`config.mk`:
```
export PLATFORM = sky130hd
export DESIGN_NAME = sorted_priority_queue
export DESIGN_NICKNAME = d
export VERILOG_FILES = /design/src/hw/rtl/spq_pkg.sv /design/src/hw/rtl/spq_ctrl.sv /design/src/hw/rtl/spq_datapath.sv /design/src/hw/rtl/sorted_priority_queue.sv
export SDC_FILE = /design/constraint.sdc
export NUM_CORES = 1
export LEC_CHECK = 0
export BUFFER_PORTS_ARGS = -buffer_cell sky130_fd_sc_hd__buf_2
export CORE_ASPECT_RATIO = 0.7
export CORE_UTILIZATION = 36
export DETAILED_ROUTE_END_ITERATION = 7
export PLACE_DENSITY = 0.52
export SLEW_MARGIN = 20
export SYNTH_ARGS = -nofsm -noshare
export SYNTH_HDL_FRONTEND = slang
export SYNTH_SLANG_ARGS = --single-unit
```
`constraint.sdc`:
```
create_clock -name clock -period 8.6 [get_ports clock]
set_input_delay 1.72 -clock clock [delete_from_list [all_inputs] [get_ports clock]]
set_output_delay 1.72 -clock clock [all_outputs]
set_load 0.02 [all_outputs]
```
`src/hw/rtl/spq_pkg.sv`:
```
// Shared types, codes and constants for the sorted priority queue.
`timescale 1ns / 1ps

package spq_pkg;

   localparam int DEPTH_DEFAULT = 8;
   localparam int VALUE_W = 32;
   localparam int STATUS_W = 2;
   localparam int COUNT_W = 4;
   localparam int SLOT_W = 3;

   localparam logic CMD_INSERT = 1'b0;
   localparam logic CMD_DELETE = 1'b1;

   localparam logic [STATUS_W-1:0] ST_OK = 2'd0;
   localparam logic [STATUS_W-1:0] ST_OVERFLOW = 2'd1;
   localparam logic [STATUS_W-1:0] ST_EMPTY = 2'd2;
   localparam logic [STATUS_W-1:0] ST_NOT_FOUND = 2'd3;

   typedef struct packed {
      logic command;
      logic signed [VALUE_W-1:0] item_value;
   } req_type;

   typedef struct packed {
      logic [STATUS_W-1:0] status;
      logic [COUNT_W-1:0] entry_count;
      logic signed [VALUE_W-1:0] top_value;
      logic [SLOT_W-1:0] slot;
   } rsp_type;

   typedef enum logic [1:0] {
      S_IDLE,
      S_COMPARE,
      S_UPDATE
   } state_type;

   typedef struct packed {
      logic load;
      logic compare;
      logic commit;
   } ctrl_type;

endpackage

```
`src/hw/rtl/spq_ctrl.sv`:
```
// Controller state machine that sequences each transaction through compare and update.
`timescale 1ns / 1ps

module spq_ctrl (
   input  logic clock,
   input  logic reset,
   input  logic req_valid,
   output logic req_ready,
   output logic rsp_valid,
   input  logic rsp_ready,
   output spq_pkg::ctrl_type ctrl
);

   spq_pkg::state_type state_ff, state_in;
   logic rsp_valid_ff, rsp_valid_in;
   logic out_free;

   assign out_free = !rsp_valid_ff || rsp_ready;

   always_comb begin
      state_in = state_ff;
      case (state_ff)
         spq_pkg::S_IDLE: begin
            if (req_valid) state_in = spq_pkg::S_COMPARE;
         end
         spq_pkg::S_COMPARE: begin
            state_in = spq_pkg::S_UPDATE;
         end
         spq_pkg::S_UPDATE: begin
            if (out_free) begin
               state_in = req_valid ? spq_pkg::S_COMPARE : spq_pkg::S_IDLE;
            end
         end
         default: begin
            state_in = spq_pkg::S_IDLE;
         end
      endcase
   end

   always_comb begin
      req_ready = 1'b0;
      ctrl.compare = 1'b0;
      ctrl.commit = 1'b0;
      case (state_ff)
         spq_pkg::S_IDLE: begin
            req_ready = 1'b1;
         end
         spq_pkg::S_COMPARE: begin
            ctrl.compare = 1'b1;
         end
         spq_pkg::S_UPDATE: begin
            req_ready = out_free;
            ctrl.commit = out_free;
         end
         default: begin
            req_ready = 1'b0;
         end
      endcase
      ctrl.load = req_valid && req_ready;
   end

   always_comb begin
      rsp_valid_in = rsp_valid_ff;
      if (ctrl.commit) begin
         rsp_valid_in = 1'b1;
      end else if (rsp_ready) begin
         rsp_valid_in = 1'b0;
      end
   end

   assign rsp_valid = rsp_valid_ff;

   always_ff @(posedge clock) begin
      if (reset) begin
         state_ff <= spq_pkg::S_IDLE;
         rsp_valid_ff <= 1'b0;
      end else begin
         state_ff <= state_in;
         rsp_valid_ff <= rsp_valid_in;
      end
   end

endmodule

```
`src/hw/rtl/spq_datapath.sv`:
```
// Datapath holding the sorted entries, the compare flags and the result register.
`timescale 1ns / 1ps

module spq_datapath #(
   parameter int DEPTH = spq_pkg::DEPTH_DEFAULT
) (
   input  logic clock,
   input  logic reset,
   input  spq_pkg::ctrl_type ctrl,
   input  spq_pkg::req_type req_data,
   output spq_pkg::rsp_type rsp_data
);

   localparam int CW = $clog2(DEPTH + 1);
   localparam int IW = (DEPTH > 1) ? $clog2(DEPTH) : 1;

   spq_pkg::req_type req_ff;
   logic signed [spq_pkg::VALUE_W-1:0] entries_ff [DEPTH];
   logic signed [spq_pkg::VALUE_W-1:0] entries_in [DEPTH];
   logic [CW-1:0] count_ff, count_in;
   logic [DEPTH-1:0] ge_ff, ge_in;
   logic [DEPTH-1:0] eq_ff, eq_in;
   spq_pkg::rsp_type rsp_ff, rsp_in;

   logic [IW-1:0] ins_pos;
   logic [IW-1:0] del_pos;
   logic found;
   logic is_full;
   logic is_empty;

   always_comb begin
      for (int k = 0; k < DEPTH; k++) begin
         ge_in[k] = (CW'(k) < count_ff) && (req_ff.item_value >= entries_ff[k]);
         eq_in[k] = (CW'(k) < count_ff) && (req_ff.item_value == entries_ff[k]);
      end
   end

   always_comb begin
      ins_pos = IW'(count_ff);
      del_pos = '0;
      for (int k = DEPTH - 1; k >= 0; k--) begin
         if (ge_ff[k]) ins_pos = IW'(k);
         if (eq_ff[k]) del_pos = IW'(k);
      end
   end

   assign found = |eq_ff;
   assign is_full = (count_ff == CW'(DEPTH));
   assign is_empty = (count_ff == '0);

   always_comb begin
      for (int k = 0; k < DEPTH; k++) begin
         entries_in[k] = entries_ff[k];
      end
      count_in = count_ff;
      rsp_in.status = spq_pkg::ST_OK;
      rsp_in.slot = '0;
      if (req_ff.command == spq_pkg::CMD_INSERT) begin
         if (is_full) begin
            rsp_in.status = spq_pkg::ST_OVERFLOW;
         end else begin
            for (int k = 0; k < DEPTH; k++) begin
               if (IW'(k) == ins_pos) begin
                  entries_in[k] = req_ff.item_value;
               end else if ((IW'(k) > ins_pos) && (k > 0)) begin
                  entries_in[k] = entries_ff[(k > 0) ? k - 1 : 0];
               end
            end
            count_in = count_ff + CW'(1);
            rsp_in.slot = spq_pkg::SLOT_W'(ins_pos);
         end
      end else begin
         if (is_empty) begin
            rsp_in.status = spq_pkg::ST_EMPTY;
         end else if (!found) begin
            rsp_in.status = spq_pkg::ST_NOT_FOUND;
         end else begin
            for (int k = 0; k < DEPTH - 1; k++) begin
               if (IW'(k) >= del_pos) begin
                  entries_in[k] = entries_ff[k + 1];
               end
            end
            count_in = count_ff - CW'(1);
            rsp_in.slot = spq_pkg::SLOT_W'(del_pos);
         end
      end
      rsp_in.entry_count = spq_pkg::COUNT_W'(count_in);
      rsp_in.top_value = (count_in == '0) ? '0 : entries_in[0];
   end

   always_ff @(posedge clock) begin
      if (reset) begin
         count_ff <= '0;
      end else if (ctrl.commit) begin
         count_ff <= count_in;
      end
   end

   always_ff @(posedge clock) begin
      if (ctrl.load) begin
         req_ff <= req_data;
      end
      if (ctrl.compare) begin
         ge_ff <= ge_in;
         eq_ff <= eq_in;
      end
      if (ctrl.commit) begin
         rsp_ff <= rsp_in;
         for (int k = 0; k < DEPTH; k++) begin
            entries_ff[k] <= entries_in[k];
         end
      end
   end

   assign rsp_data = rsp_ff;

endmodule

```
`src/hw/rtl/sorted_priority_queue.sv`:
```
// Top level of the sorted priority queue: controller, datapath and checks.
// A transaction passes through a registered compare step and then the shift-and-write step
// over the entry row; the next transaction is accepted only in the update step of the one before, or when idle.
// A result waiting at the output holds the update step and the next accept until it is taken.
// Reset empties the queue and clears all control state; stored values are not cleared.
`timescale 1ns / 1ps

module sorted_priority_queue #(
   parameter int DEPTH = spq_pkg::DEPTH_DEFAULT
) (
   input  logic clock,
   input  logic reset,
   input  logic req_valid,
   output logic req_ready,
   input  spq_pkg::req_type req_data,
   output logic rsp_valid,
   input  logic rsp_ready,
   output spq_pkg::rsp_type rsp_data
);

   spq_pkg::ctrl_type ctrl;

   spq_ctrl u_ctrl (
      .clock     (clock),
      .reset     (reset),
      .req_valid (req_valid),
      .req_ready (req_ready),
      .rsp_valid (rsp_valid),
      .rsp_ready (rsp_ready),
      .ctrl      (ctrl)
   );

   spq_datapath #(
      .DEPTH (DEPTH)
   ) u_datapath (
      .clock    (clock),
      .reset    (reset),
      .ctrl     (ctrl),
      .req_data (req_data),
      .rsp_data (rsp_data)
   );

   a_one_in_flight: assert property (@(posedge clock) disable iff (reset)
      (req_valid && req_ready) |=> !req_ready)
      else $error("accepted a transaction while one was in the compare step");

   a_slot_on_fail: assert property (@(posedge clock) disable iff (reset)
      (rsp_valid && (rsp_data.status != spq_pkg::ST_OK)) |-> (rsp_data.slot == '0))
      else $error("failed transaction reports a nonzero slot");

   a_overflow_full: assert property (@(posedge clock) disable iff (reset)
      (rsp_valid && (rsp_data.status == spq_pkg::ST_OVERFLOW))
         |-> (rsp_data.entry_count == spq_pkg::COUNT_W'(DEPTH)))
      else $error("overflow reported while the queue was not full");

   a_empty_result: assert property (@(posedge clock) disable iff (reset)
      (rsp_valid && (rsp_data.status == spq_pkg::ST_EMPTY))
         |-> ((rsp_data.entry_count == '0) && (rsp_data.top_value == '0)))
      else $error("empty status with stored entries or a nonzero top value");

endmodule

```
# Word level (Yosys, flattened, before mapping)
# Memories as Yosys holds them, arrays and structs flattened.
# Index checks and enable logic that the tools add are counted.
# classes
muxes	66
magnitude_cmp	30
eq_ne	20
add_sub_neg	2
reduce_logical	26
# op_table
operator	count
32-bit 2-to-1 mux	23
224-bit 2-to-1 mux	3
32-bit == test	8
32-bit >= comparator	8
256-bit 2-to-1 mux	1
3-bit 2-to-1 mux	20
1-bit logical AND	17
3-bit by 4-bit < comparator with 1-bit output (first input constant)	4
4-bit 2-to-1 mux	4
3-bit == test (first input constant)	4
3-bit > comparator (first input constant)	4
2-bit 2-to-1 mux	5
3-bit >= comparator (first input constant)	3
4-bit zero test	2
1-bit by 4-bit < comparator with 1-bit output (first input constant)	2
2-bit by 4-bit < comparator with 1-bit output (first input constant)	2
1-bit 2-to-1 mux	8
8-bit OR reduction	1
2-bit by 3-bit == test with 1-bit output (first input constant)	2
1-bit by 3-bit >= comparator with 1-bit output (first input constant)	2
2-bit by 3-bit >= comparator with 1-bit output (first input constant)	2
2-bit by 3-bit > comparator with 1-bit output (first input constant)	2
2-bit one-hot mux with 3 select lines	1
4-bit by 1-bit adder with 4-bit output (second input constant)	1
15 further kinds	15
# totals
ram_bits	256
register_bits	97
mem_count	1
wordCells	156
# memory_table
memory	words	width	read_ports	rd_ports_with_merged_regs	wr	line_no	rtl
u_datapath.entries_ff	8	32	8	0	8	spq_datapath.sv:18	logic signed [spq_pkg::VALUE_W-1:0] entries_ff [DEPTH];

# Longest topological paths before layout
# Gate-level depths: netlist (run 1).
# logic_depth
depth_word	13
mapped_depth	11

# By module
# Synthesis (run 1) repeated with hierarchy kept, for this count alone.
# unflattened
cells_unflattened	2119
hier_area_um2	23115.9
# modules_own_cells
module	cells_each	instances	area_per_inst_um2
spq_datapath	2103	1	22952.0
spq_ctrl	16	1	163.9

# Worst setup path after synthesis (run 1)
# No wires, ideal clock.
# synth_path
kind	input to register
startpoint	input port rsp_ready
endpoint	memory u_datapath.entries_ff[0][100] in the netlist's numbering (enable)
required_ps	8132
setup_time_ps	468
setup_slack_ps	-510
arrival_ps	8642
cell_stages	4
path_cell_list	nor2b_1 -> nor2_1 -> o21ai_0 -> nor3b_1
# synth_lines
element	line_no	rtl
start: declaration	sorted_priority_queue.sv:17	input logic rsp_ready,
end: declaration	spq_datapath.sv:18	

# Worst setup path after layout (run 1)
# layout_path
startpoint	input port rsp_ready
endpoint	output port req_ready
# layout_between
elab_chain_len	2
# layout_rtl
element	line_no	rtl
1-bit logical OR	spq_ctrl.sv:18	assign out_free = !rsp_valid_ff || rsp_ready;
1-bit one-hot mux with 2 select lines	spq_ctrl.sv:44	case (state_ff)
end: declaration	sorted_priority_queue.sv:14	output logic req_ready,
# Every way passes these cells.

==> flow_summary.json, run 1 <==
{
  "cts_tree": "built",
  "holdPathStages": 2,
  "critPathMaxFanout": 4,
  "synth-warning-count": 0,
  "clk_pin_slew_ps": 60,
  "vdd_drop_max_mv": 0.1344,
  "synth_area_per_cell_um2": 10.78,
  "clock_path_buffers": 3,
  "vias_per_cell": 5.821,
  "synth_top_area_cell": "edfxtp_1",
  "worst_hold_slack_ps": 487.2,
  "rrSetupSlack_ps": 4550,
  "path_class": "in2out",
  "hold_buffers": 0,
  "min-delay-start": "u_ctrl.rsp_valid",
  "grt_pass1_wl_um": 107200,
  "antenna_cells": 0,
  "dp_hpwl_um": 51320,
  "reg2reg_to": "u_datapath.entries_ff[1][55]",
  "syn_nets": 2447,
  "rsz0062_at_grt": "false",
  "wl_um": 71440,
  "gp_congestion": 0.8995,
  "syn_inst": 2151,
  "cap_violations": 0,
  "hold_path_end": "u_ctrl.rsp_valid",
  "syn_area_um2": 23180,
  "drtIter0Drc": 1896,
  "crit_path_end_kind": "primary output",
  "yosysMostFrequentCell": "edfxtp_1",
  "grt_max_degree": 97,
  "cts_resized": 0,
  "synth_top_cell_area_share_pct": 44.82,
  "cp.required_ps": 6880,
  "worst_slew_pin_slew_ps": 1174,
  "layout_worst_path_cycle_share_pct": 50.03,
  "overflow": 0,
  "grt_pass1_vias": 16740,
  "reg2reg_from": "u_datapath.count_ff[3]",
  "power_density_nw_per_um2": 163.4,
  "hold_path.class": "reg2reg",
  "yosys-top-cells-area": "edfxtp_1 (45%), ha_1 (14%), mux2i_1 (8.4%)",
  "cts_buffers": 41,
  "synth-main-ff-cell": "edfxtp_1",
  "netlist-cell-type-count": 70,
  "async_reset_ff_share_pct": 0,
  "maxSlewViolCount": 0,
  "crit_path_start_kind": "input port",
  "placed_cell_area_um2": 24560,
  "die_width_um": 305.3,
  "ff2ff_path_depth": 7,
  "clockRootBuffer": "clkbuf_16",
  "numPortBuffers": 79,
  "final_hold_viol_count": 0,
  "initial_core_util_pct": 36.57,
  "row_count": 77,
  "core_um2": 63390,
  "dr.pass1.iters": 6,
  "cts_num_sinks": 353,
  "synth_edf_count": 346,
  "wl_per_cell_um": 23.41,
  "ys_seq_area_share_pct": 45.43,
  "antenna_found_initial": 3,
  "fin_nets": 2488,
  "cp.arrival_ps": 2580,
  "post_cts_buffers": 0,
  "skew_ps": 14.74,
  "fin_ws_ps": 4298,
  "slew_headroom_pct": 21.03,
  "grt_use_total_pct": 21.49,
  "insertion_delay_ps": 580,
  "drtAntennaViolNets": 0,
  "io_pins": 80,
  "layout-drive-gt1-share_pct": 10.44,
  "dpl_worst_slack_ps": 3887,
  "status": "completed",
  "setup_viol": 0,
  "synth_common_cells": "edfxtp_1 (346), inv_1 (269), ha_1 (259)",
  "leakagePower_nw": 11.22,
  "postLayoutCoreUtil_pct": 40.76,
  "design.die.area_um2": 65430,
  "syn_to_final_growth_pct": 11.45,
  "vias": 17770,
  "htree_levels": 2,
  "finalSetupTns_ps": 0,
  "min_period_ps": 4302,
  "route.detailed.drc": 0,
  "die_h_um": 214.3,
  "final_area_um2": 25840,
  "max_freq_mhz": 232.4,
  "ys_seq_elements": 353
}
==> state kept, by name (all words and copies together), names as in the netlist <==
name / flops
u_datapath.rsp_data: 41
u_ctrl.state_ff: 2
u_datapath.req_ff: 33
u_datapath.count_ff: 4
u_datapath.entries_ff: 256
u_ctrl.rsp_valid: 1
u_datapath.eq_ff: 8
u_datapath.ge_ff: 8
==> kinds of logic after synthesis <==
kind of cell	Yosys count	synth area share, %
AOI/OAI and AO/OA	570	16.27
buffers and inverters	399	6.747
DFF	353	45.43
and+or+nand+nor	337	7.368
adders and majority gates	259	13.98
muxes	228	10.02
xor gates and xnor gates	5	0.1889
==> report_power, final <==
group	internal, mW	leakage [nW]	switching, mW
combinational	0.194	7.34	0.331
clock	0.976	0.631	0.735
sequential	1.95	3.25	0.0395
total	3.12	11.2	1.11
==> routing by layer <==
metal / GRT usage (%) / part of all wire, %
met1: 36.33 / 53
met2: 26.82 / 36
met3: 4.576 / 9.3
met4: 3.903 / 1.4
met5: 0 / 0
==> cell usage in the layout (no fill, tap or decap), types with 49 or more instances in the layout <==
master / n
edfxtp_1: 346
inv_1: 269
ha_1: 259
mux2i_1: 195
o22ai_1: 192
nand2_1: 126
a21oi_1: 95
buf_2: 79
o21ai_0: 60
buf_4: 49
==> worst max path at each step <==
stage,cells past startpoint,slack (ps),to,startpoint
3_5_place_dp,5,3890,u_datapath.entries_ff[0][45],rsp_ready
4_1_cts,4,4280,req_ready,rsp_ready
5_1_grt,4,4230,req_ready,rsp_ready
3_3_place_gp,5,4020,u_datapath.entries_ff[0][45],rsp_ready
2_1_floorplan,4,1080,u_datapath.entries_ff[0][100],rsp_ready
6_report,4,4300,req_ready,rsp_ready
==> metrics by stage <==
stage | instances | total power, mW
floorplan | 2151 | 2.366
global placement | 2978 | 2.525
detailed placement | 2978 | 2.539
CTS | 3052 | 4.270
global route | 3052 | 4.387
finish | 3052 | 4.223
==> final cells by class <==
cell class	count	area, um2
clock buffers	57	1169
fillers	6126	37560
clock inverters	17	105.1
well taps	829	1037
flip-flops and latches	353	10530
repair buffers	128	763.2
multi-input cells	1399	11220
inverters	269	1010
==> worst max-delay path: stages <==
cell	delay, ps
buf_2	100
nor2b_1	390
a21oi_1	180
buf_2	190
No activity file was read; power rests on OpenSTA's default activity.
==> run 2: changes to the inputs <==
ABC_AREA = 1   (was not set)
PLACE_DENSITY = 0.5   (was 0.52)
clock period = 4.1 ns   (was 8.6 ns; I/O delays follow)
==> flow_summary.json, run 2 <==
{
  "cts_resized": 0,
  "setup.worst_path.start": "u_datapath.count_ff[0]",
  "grt_max_degree": 97,
  "cts_num_sinks": 353,
  "hold_buffers": 0,
  "vdd_drop_max_mv": 0.2762,
  "path_class": "reg2reg",
  "skew_ps": 27.58,
  "layout_worst_path_cycle_share_pct": 79.05,
  "dp_hpwl_um": 56290,
  "syn_inst": 2960,
  "clk_pin_slew_ps": 70,
  "die_width_um": 310.5,
  "synth_top_area_cell": "edfxtp_1",
  "maxSlewViolCount": 0,
  "max_freq_mhz": 308.6,
  "antenna_cells": 0,
  "cts_tree": "built",
  "fin_ws_ps": 859.1,
  "cap_violations": 0,
  "reg2reg_from": "u_datapath.count_ff[0]",
  "drtAntennaViolNets": 0,
  "syn_to_final_growth_pct": 11.00,
  "wl_um": 76930,
  "synth_edf_count": 346,
  "yosys-top-cells-area": "edfxtp_1 (43%), ha_1 (14%), nand2_1 (12%)",
  "synth_top_cell_area_share_pct": 43.33,
  "ys_seq_elements": 353,
  "leakagePower_nw": 12.52,
  "layout_commonest_cell": "nand2_1",
  "design.die.area_um2": 67660,
  "cp.required_ps": 4300,
  "grt_use_total_pct": 22.68,
  "antenna_found_initial": 0,
  "final_area_um2": 26620,
  "route.detailed.drc": 0,
  "row_count": 78,
  "worst_hold_slack_ps": 415.2,
  "io_pins": 80,
  "grt_pass1_vias": 20670,
  "rsz0062_at_grt": "false",
  "grt_pass1_wl_um": 117900,
  "min_period_ps": 3241,
  "wl_per_cell_um": 19.68,
  "async_reset_ff_share_pct": 0,
  "syn_area_um2": 23980,
  "stdcell_count": 3909,
  "cp.arrival_ps": 3440,
  "final_hold_viol_count": 0,
  "max_stage_delay_ps": 550,
  "hold_path.class": "in2reg",
  "most-common-layout-cells": "nand2_1 (757), inv_1 (429), edfxtp_1 (346)",
  "power_density_nw_per_um2": 343.8,
  "clockRootBuffer": "clkbuf_16",
  "netlist-cell-type-count": 38,
  "setup_viol": 0,
  "clock_path_buffers": 3,
  "vias": 20610,
  "cp_cell_sequence": "inv_1 -> ha_1 -> nand2_2 -> inv_1 -> nand2_1 -> nand2_1 -> nor3_1 -> o21ai_0 -> nor3_4 -> buf_4",
  "vias_per_cell": 5.273,
  "synth-warning-count": 0,
  "ys_seq_area_share_pct": 43.91,
  "gp_congestion": 0.9030,
  "yosysMostFrequentCell": "nand2_1",
  "ff2ff_path_depth": 10,
  "regMostFlops": "u_datapath.entries_ff",
  "crit_path_end_kind": "flip-flop",
  "cts_buffers": 40,
  "reg2reg_to": "u_datapath.entries_ff[1][4]",
  "critPathCapture": "u_datapath.entries_ff[1][4]",
  "fin_nets": 3297,
  "dpl_worst_slack_ps": 844.9,
  "rrSetupSlack_ps": 860,
  "p_total_mw": 9.150,
  "postLayoutCoreUtil_pct": 40.77,
  "layout-drive-gt1-share_pct": 7.065,
  "numPortBuffers": 79,
  "insertion_delay_ps": 580,
  "slew_headroom_pct": 23.78,
  "finalSetupTns_ps": 0,
  "crit_path_start_kind": "flip-flop",
  "post_cts_buffers": 0,
  "htree_levels": 2,
  "cp_slowest_cell": "buf_4",
  "die_h_um": 217.9,
  "dr.pass1.iters": 6,
  "placed_cell_area_um2": 25390,
  "largest_reg_flops": 256,
  "syn_nets": 3256,
  "core_um2": 65290,
  "drtIter0Drc": 1649,
  "synth_common_cells": "nand2_1 (761), inv_1 (431), edfxtp_1 (346)",
  "synth-main-ff-cell": "edfxtp_1",
  "synth_area_per_cell_um2": 8.101,
  "overflow": 0,
  "worst_slew_pin_slew_ps": 1143,
  "dp.cells": 3838,
  "min-delay-start": "req_data[4]",
  "critPathMaxFanout": 32,
  "status": "completed",
  "initial_core_util_pct": 36.73
}
run 2: cells by family (layout without fill, tap and decap cells):
group	Yosys count	count (layout)	synth area share [%]
AO/OA/AOI/OAI	435	435	9.971
flip-flops	353	353	43.91
buffers and inverters	560	629	9.022
adder cells (fa/ha/maj)	259	259	13.51
AND/OR/NAND/NOR	1353	1353	23.58
run 2: how the worst min path moves through the flow:
stage	cells past startpoint	end	slack, ps
floorplan	1	u_ctrl.state_ff[1]	460
global placement	1	u_ctrl.state_ff[1]	490
detailed placement	1	u_ctrl.state_ff[1]	500
CTS	1	u_datapath.req_ff[4]	390
global route	1	u_datapath.req_ff[14]	410
finish	1	u_datapath.req_ff[4]	420
run 2: layout make-up:
cell class / instances / area, um2
fill: 6646 / 38670
multi-input combinational: 2047 / 11370
sequential: 353 / 10530
inverter: 437 / 1653
tap: 880 / 1101
clock buffer: 48 / 1052
timing repair buffer: 122 / 763.2
clock inverter: 22 / 150.1
run 2: worst max-delay path: cells and delay by family, from the launching register on:
family | cells | cell delay (ps)
DFF | 1 | 430
and+or+nand+nor | 5 | 990
buffers and inverters | 3 | 750
AOI/OAI and AO/OA | 1 | 410
adders and majority gates | 1 | 260
run 2: where the power goes:
group,internal [mW],total (mW),switching (mW)
clock network,1.95,3.51,1.56
logic,0.428,1.38,0.951
registers,4.13,4.26,0.134
run 2: routing by layer:
layer | global-route usage [%] | wire (um)
met4 | 6.404 | 1968
met3 | 2.371 | 3243
met1 | 31.55 | 36450
met2 | 37.22 | 35280
met5 | 0 | 0
